--- src/rtl/core/rsmt_pkg.sv ---
// Shared types and constants for the range sum/min/max tree.
package rsmt_pkg;

  localparam int unsigned LEAVES_DEF     = 1024;
  localparam int unsigned VALUE_BITS_DEF = 32;
  localparam int unsigned IN_VALUE_W     = 32;
  localparam int unsigned INDEX_W        = 10;
  localparam int unsigned COUNT_W        = 11;
  localparam int unsigned SUM_W          = 42;
  localparam int unsigned MODE_W         = 2;
  localparam int unsigned STATUS_W       = 2;
  localparam logic [COUNT_W-1:0] COUNT_RESET = 11'd1024;

  typedef enum logic [MODE_W-1:0] {
    MODE_WRITE = 2'd0,
    MODE_MIN   = 2'd1,
    MODE_MAX   = 2'd2,
    MODE_SUM   = 2'd3
  } mode_e;

  typedef enum logic [STATUS_W-1:0] {
    STATUS_OK       = 2'd0,
    STATUS_BAD_IDX  = 2'd1,
    STATUS_BAD_MODE = 2'd2
  } status_e;

endpackage

--- src/rtl/core/rsmt_ram.sv ---
// Generic single-port-write, one-read RAM with registered read data.
module rsmt_ram #(
  parameter int unsigned Width = 32,
  parameter int unsigned Depth = 16
) (
  input  logic                     clk_i,
  input  logic                     we_i,
  input  logic [$clog2(Depth)-1:0] waddr_i,
  input  logic [Width-1:0]         wdata_i,
  input  logic [$clog2(Depth)-1:0] raddr_i,
  output logic [Width-1:0]         rdata_o
);

  logic [Width-1:0] mem_q [Depth];

  always_ff @(posedge clk_i) begin
    if (we_i) begin
      mem_q[waddr_i] <= wdata_i;
    end
    rdata_o <= mem_q[raddr_i];
  end

endmodule

--- src/rtl/core/rsmt_level.sv ---
// One tree level: node storage (sum, max, min) for every node at one depth.
module rsmt_level #(
  parameter int unsigned Nodes     = 2,
  parameter int unsigned ValueBits = 32
) (
  input  logic                                clk_i,
  input  logic                                we_i,
  input  logic [(Nodes>1?$clog2(Nodes):1)-1:0] waddr_i,
  input  logic [rsmt_pkg::SUM_W-1:0]          wsum_i,
  input  logic [ValueBits-1:0]                wmax_i,
  input  logic [ValueBits-1:0]                wmin_i,
  input  logic [(Nodes>1?$clog2(Nodes):1)-1:0] raddr_i,
  output logic [rsmt_pkg::SUM_W-1:0]          rsum_o,
  output logic [ValueBits-1:0]                rmax_o,
  output logic [ValueBits-1:0]                rmin_o
);

  localparam int unsigned DW = rsmt_pkg::SUM_W + 2 * ValueBits;

  logic [DW-1:0] rdata;

  rsmt_ram #(.Width(DW), .Depth(Nodes > 1 ? Nodes : 2)) u_ram (
    .clk_i  (clk_i),
    .we_i   (we_i),
    .waddr_i(waddr_i),
    .wdata_i({wsum_i, wmax_i, wmin_i}),
    .raddr_i(raddr_i),
    .rdata_o(rdata)
  );

  // Split the packed row back into its fields.
  assign rsum_o = rdata[DW-1 -: rsmt_pkg::SUM_W];
  assign rmax_o = rdata[2*ValueBits-1 -: ValueBits];
  assign rmin_o = rdata[ValueBits-1:0];

endmodule

--- config.mk ---
export PLATFORM = sky130hd
export DESIGN_NAME = rsmt_level
export DESIGN_NICKNAME = d
export VERILOG_FILES = /design/src/rtl/core/rsmt_pkg.sv /design/src/rtl/core/rsmt_ram.sv /design/src/rtl/core/rsmt_level.sv
export SDC_FILE = /design/constraint.sdc
export NUM_CORES = 1
export LEC_CHECK = 0
export ABC_CLOCK_PERIOD_IN_PS = 8890
export BUFFER_PORTS_ARGS = -buffer_cell sky130_fd_sc_hd__buf_2
export CAP_MARGIN = 10
export CORE_MARGIN = 1.5
export CORE_UTILIZATION = 36
export CTS_CLUSTER_SIZE = 24
export DETAILED_ROUTE_END_ITERATION = 8
export GPL_ROUTABILITY_DRIVEN = 0
export HOLD_SLACK_MARGIN = 0.02
export SLEW_MARGIN = 0
export SYNTH_ARGS = -nofsm -noshare
export SYNTH_HDL_FRONTEND = slang
export SYNTH_SLANG_ARGS = --single-unit
--- constraint.sdc ---
create_clock -name clk_i -period 8.89 [get_ports clk_i]
set_input_delay 1.778 -clock clk_i [delete_from_list [all_inputs] [get_ports clk_i]]
set_output_delay 1.778 -clock clk_i [all_outputs]
set_load 0.005 [all_outputs]
# ---- Word-level counts from Yosys, hierarchy flattened
# Memory sizes are Yosys's and may differ from the RTL's. A register that Yosys moved wholly into a read port is not among the register bits.
# Index checks and enable logic that the tools add are counted.
dict set report op_classes {
  n_mux 2
}
# cell count
set ops {}
lappend ops {{$mux W1} 2}
dict set report word_totals {
  word_cells 3
  mem_bits_rw 212
  input_bits 110
  n_memories 1
  register_bits 0
  out_inout_bits 106
}
# memory words word_bits rd rd_clocked_by_memory_dff wr line_no
set mem_list {}
lappend mem_list {u_ram.mem_q 2 106 1 1 1 rsmt_ram.sv:14} ;# logic [Width-1:0] mem_q [Depth];

# ---- Logic depth before layout (Yosys ltp)
# Gate-level depths: netlist of run 1.
dict set report logic_depth {
  depth_word 2
  ltp_mapped 4
  mapped_depth_nobuf 1
}

# ---- Worst setup path after synthesis of run 1
# OpenSTA, ideal clock, no wires.
dict set report synth_timing {
  path_type {input to register}
  start {input waddr_i}
  end {memory u_ram.mem_q[0][0] in the netlist's numbering, enable pin}
  path_slack_ns 1.814
  t_required_ns 8.304
  n_path_buf 0
  t_arrival_ns 6.490
  path_stages 1
  setup_ns 0.586
  path_cell_list {nor2b_1}
}
# element line_no
set synth_rtl {}
lappend synth_rtl {{start, declared} rsmt_level.sv:8} ;# input logic [(Nodes>1?$clog2(Nodes):1)-1:0] waddr_i,
lappend synth_rtl {{end, declared} rsmt_ram.sv:14}
# Straight into the memory's write port.

# ---- Worst setup path in the final report of run 1
dict set report layout_timing {
  start {input waddr_i}
  end {memory u_ram.mem_q[0][16] in the netlist's numbering, enable pin}
}
# Straight into the memory's write port.

==> results_dict.tcl, run 1 <==
set metrics [dict create \
    path_class "in -> reg" \
    min_period_over_period_pct 36.6 \
    slowest_delay_ns 0.73 \
    area_growth_syn_to_layout_pct 26.5 \
    cts.hold.buffers_added 0 \
    synthCells 438 \
    status "complete, no violations" \
    r2r_slack_ns 8.10 \
    grt_usage_pct 12.0 \
    drtIter0Drc 226 \
    post-synth-top-area-cell "edfxtp_1" \
    arrival_ns 3.37 \
    ys_seq_area_share_pct 85.4 \
    clk_latency_ns 0.49 \
    finalHoldViolCount 0 \
    ant_nets 0 \
    r2r_end "u_ram.rdata_o[61]" \
    cp_slowest_cell "buf_4" \
    initial_core_util_pct 36.8 \
    multi_input_area_sq_um 1370 \
    mostFrequentLayoutCell "buf_2" \
    cts.sinks 318 \
    register_area_sq_um 8490 \
    numCtsBuffers 34 \
    cts-root-buf "clkbuf_16" \
    layout.cells.non_filler 1048 \
    finClkSkew_ns 0.0104 \
    fin_util_pct 46.5 \
    drive_gt1_share_pct 53.5 \
    synth_area_leaders "edfxtp_1 64%, dfxtp_1 21%, mux2_2 7.5%" \
    hpwl_microns 11200 \
    tritoncts "yes" \
    dieArea_sq_um 28600 \
    fin_tns_setup_ns 0 \
    yosysUniqueCellTypes 8 \
    start_kind "input pin" \
    yosys_warnings 0 \
    final_nets 791 \
    setup_violations 0 \
    hp-class "reg -> reg" \
    fmax_ghz 0.307 \
    firstDrtPassIters 4 \
    synth.cell_area_sq_um 9940 \
    vias 4609 \
    slew_violations 0 \
    cts_buffer_depth 3 \
    min_period_ns 3.25 \
    synth.ff_latch_count 318 \
    powerDensity_nw_per_um2 266 \
    clk_pin_slew_worst_paths_ns 0.06 \
    port_buffers 215 \
    rr_worst_depth 1 \
    rsz0062_at_grt "no" \
    min_to "u_ram.rdata_o[63]" \
    diodes 0 \
    cpLargestDelayFamily "buffers and inverters" \
    cts_setup_buffers 0 \
    routed_wl_microns 17600 \
    cap_viol_max_count 0 \
    worstHoldStart "u_ram.mem_q[0][63]" \
    post-place-ws_ns 5.09 \
    syn_avg_cell_area_sq_um 22.7 \
    slew_headroom_pct 36.1 \
    cp-end-kind "flop" \
    cts_max_level 2 \
    grt-ovfl-total 0 \
    die_x_microns 169 \
    core-area_sq_um 27000 \
    mostFrequentLayoutCells "214 x buf_2, 212 x edfxtp_1, 106 x dfxtp_1, 66 x mux2_2, 40 x mux2_4" \
    ioPinCount 216 \
    drc_errors 0 \
    path_cells "buf_2 > nor2b_4 > buf_4 > buf_4" \
    worstHoldPathCells 1 \
    worst-path-max-fanout 58 \
    finalWorstSetupSlack_ns 5.64 \
    grt_pass1_wl_microns 26300 \
    max-vdd-ir-drop_v 0.000159 \
    antenna_found_initial 2 \
    r2r_start "u_ram.mem_q[0][61]" \
    synth_nets 548 \
    fill_cells 2345 \
    crit_required_ns 9.01 \
    die_y_microns 169 \
    grt_max_degree 60 \
    rows 60 \
    grt_pass1_vias 5010 \
    cp_common_cell "buf_4" \
    path_buf_inv 3 \
    via_per_inst 4.40 \
    worstMarginPinSlew_ns 0.959 \
    netlist.area_leader.share_pct 64.0 \
    cts_resized 0 \
    p_leak_uw 0.00493 \
    dp.cells 986 \
    routedWlPerCell_microns 16.8 \
]
## sequential cells by signal (all words and copies together), names as in the netlist
signal	flops
u_ram.rdata_o	106
u_ram.mem_q	212
## worst max-delay path by stage
| stage | end | from | cells past startpoint | slack [ns] |
|---|---|---|---|---|
| floorplan | u_ram.mem_q[0][0] | waddr_i | 1 | 1.81 |
| CTS | u_ram.mem_q[0][5] | we_i | 4 | 5.62 |
| global route | u_ram.mem_q[0][19] | we_i | 4 | 5.53 |
| detailed placement | u_ram.mem_q[0][58] | waddr_i | 4 | 5.09 |
| finish | u_ram.mem_q[0][16] | waddr_i | 4 | 5.64 |
| global placement | u_ram.mem_q[0][58] | waddr_i | 4 | 5.12 |
## cells by family (layout without fill, tap and decap cells)
family                 after synthesis  in the layout  share of synthesized area, %
DFF                                318            318                          85.4
and+or+nand+nor                      2              2                         0.126
muxes                              106            106                          13.5
buffers and inverters               12            281                         0.982
## per-layer routing
| metal | vias to the layer above | track usage (%) | part of all wire (%) |
|---|---|---|---|
| li1 | 2145 | - | - |
| met1 | 2258 | 14.8 | 42 |
| met2 | 167 | 20.2 | 48 |
| met3 | 35 | 3.64 | 7.2 |
| met4 | 4 | 4.27 | 2.0 |
| met5 | - | 0 | 0.13 |
## metrics by stage
step / hold WS, ns / total power [uW] / instance area, sq um
floorplan: 0.448 / 1840 / 9940
global placement: 0.450 / 1930 / 11400
detailed placement: 0.456 / 1940 / 11400
CTS: 0.467 / 3390 / 12600
global route: 0.476 / 3470 / 12600
finish: 0.469 / 3350 / 12600
## cell usage after synthesis (all sizes together)
cell,instances
nor2b,1
and2,1
edfxtp,212
buf,12
dfxtp,106
mux2,106
## where the power goes
group,leakage (uW),total (uW),switching [uW],internal (uW)
combinational,0.00147,176,80.9,95.5
sequential,0.00288,1720,28.4,1700
clock,0.000583,1440,529,915
total,0.00493,3350,639,2710
## area by class of cell
type                    count  share of cell area, %
clock buffers              49                   8.12
clock inverters            13                   1.30
multi-input cells         108                   10.9
flip-flops and latches    318                   67.5
well taps                 341                   3.39
repair buffers            219                   8.84
Power figures use the tool's default switching activity.
==> run 2, diff against run 1 <==
- ABC_CLOCK_PERIOD_IN_PS: 8890 -> 3150
- clock period: 8.89 -> 3.15 ns (I/O delays scaled with it)
==> results_dict.tcl, run 2 (synthesis results as in run 1) <==
set metrics [dict create \
    status "complete, no violations" \
    path_cells "buf_2" \
    slew_headroom_pct 56.2 \
    layout.cells.non_filler 1050 \
    min_to "u_ram.mem_q[0][101]" \
    arrival_ns 0.96 \
    crit_required_ns 2.52 \
    cts.sinks 318 \
    clk_pin_slew_worst_paths_ns 0.06 \
    grt_pass1_wl_microns 26100 \
    cts-root-buf "clkbuf_16" \
    final_nets 791 \
    cp-startpoint "u_ram.rdata_o[30]" \
    cts_buffer_depth 3 \
    worstMarginPinSlew_ns 0.656 \
    ioPinCount 216 \
    area_growth_syn_to_layout_pct 26.5 \
    cpLargestDelayFamily "flip-flops" \
    met3_length_microns 1450 \
    grt_max_degree 107 \
    antenna_found_initial 4 \
    cp_slowest_cell "dfxtp_1" \
    fill_cells 2305 \
    cts_resized 0 \
    finClkSkew_ns 0.0105 \
    dp.cells 986 \
    slew_violations 0 \
    cts_max_level 2 \
    wl_met1_microns 6800 \
    drive_gt1_share_pct 53.5 \
    regMostFlops "u_ram.mem_q" \
    top_regs "u_ram.mem_q x212, u_ram.rdata_o x106" \
    min_period_over_period_pct 50.5 \
    numCtsBuffers 34 \
    cap_viol_max_count 0 \
    dieArea_sq_um 28600 \
    routedWlPerCell_microns 16.4 \
    hpwl_microns 10500 \
    initial_core_util_pct 36.8 \
    slowest_delay_ns 0.35 \
    port_buffers 215 \
    rows 60 \
    via_per_inst 4.42 \
    cts.hold.buffers_added 0 \
    top_layer "met5" \
    path_buf_inv 1 \
    max-vdd-ir-drop_v 0.000468 \
    tritoncts "yes" \
    powerDensity_nw_per_um2 740 \
    largest_reg_flops 212 \
    core-area_sq_um 27000 \
    ant_nets 0 \
    routed_wl_microns 17200 \
    hp-class "in -> reg" \
    fmax_ghz 0.628 \
    rsz0062_at_grt "no" \
    p_leak_uw 0.00493 \
    grt_pass1_vias 4996 \
    r2r_end "u_ram.rdata_o[7]" \
    min_period_ns 1.59 \
    firstDrtPassIters 4 \
    rr_worst_depth 1 \
    r2r_slack_ns 2.37 \
    grt_usage_pct 11.9 \
    fin_util_pct 46.5 \
    die_y_microns 169 \
    setup_violations 0 \
    clk_latency_ns 0.49 \
    finalHoldViolCount 0 \
    worst-path-max-fanout 1 \
    fin_tns_setup_ns 0 \
    worstHoldPathCells 1 \
    mostFrequentLayoutCell "buf_2" \
    path_class "reg -> out" \
    worstHoldStart "wsum_i[37]" \
    cp-end-kind "output pin" \
    r2r_start "u_ram.mem_q[0][7]" \
    grt-ovfl-total 0 \
    mostFrequentLayoutCells "214 x buf_2, 212 x edfxtp_1, 106 x dfxtp_1, 66 x mux2_2, 40 x mux2_4" \
    drtIter0Drc 261 \
    dr_wl_met2_microns 8420 \
    die_x_microns 169 \
    vias 4639 \
    hold_ws_ns 0.319 \
    start_kind "flop" \
    drc_errors 0 \
    cts_setup_buffers 0 \
]
-- run 2: cell types whose count changed in the layout (fill, tap and decap cells not counted), sizes merged --
| cell | before | now |
|---|---|---|
| clkinv | 8 | 12 |
| clkinvlp | 0 | 1 |
| diode | 0 | 2 |
| inv | 1 | 0 |
| bufinv | 4 | 3 |
| clkbuf | 49 | 46 |
-- run 2: worst max-delay path by stage --
stage / end / cells after the start
6_report: rmin_o[30] / 1
5_1_grt: rmin_o[30] / 1
4_1_cts: rmin_o[30] / 1
3_5_place_dp: u_ram.rdata_o[0] / 3
3_3_place_gp: u_ram.rdata_o[103] / 3
2_1_floorplan: u_ram.mem_q[0][0] / 1
-- run 2: power by group --
part           switching [uW]  internal, uW
clock network            1490          2450
registers                77.2          4790
logic                     227           273
-- run 2: area by class of cell --
| type | count | area [sq um] | share of cell area, % |
|---|---|---|---|
| Timing Repair Buffer | 219 | 1150 | 9.14 |
| Clock inverter | 16 | 151 | 1.20 |
| Antenna cell | 2 | 5.00 | 0.0398 |
| Tap cell | 341 | 427 | 3.39 |
| Sequential cell | 318 | 8490 | 67.5 |
| Multi-Input combinational cell | 108 | 1370 | 10.9 |
| Clock buffer | 46 | 990 | 7.87 |
-- run 2: stage by stage --
stage | setup WS (ns) | total power (uW) | cell area [sq um]
2_1_floorplan | 0.492 | 5180 | 9950
3_3_place_gp | 1.10 | 5440 | 11400
3_5_place_dp | 1.09 | 5470 | 11400
4_1_cts | 1.53 | 9440 | 12600
5_1_grt | 1.51 | 9680 | 12600
6_report | 1.56 | 9300 | 12600
-- run 2: per-layer routing --
| metal | vias up | track usage (%) |
|---|---|---|
| met1 | 2276 | 13.6 |
| li1 | 2148 | - |
| met5 | - | 0 |
| met4 | 6 | 4.62 |
| met3 | 39 | 4.76 |
| met2 | 170 | 20.2 |
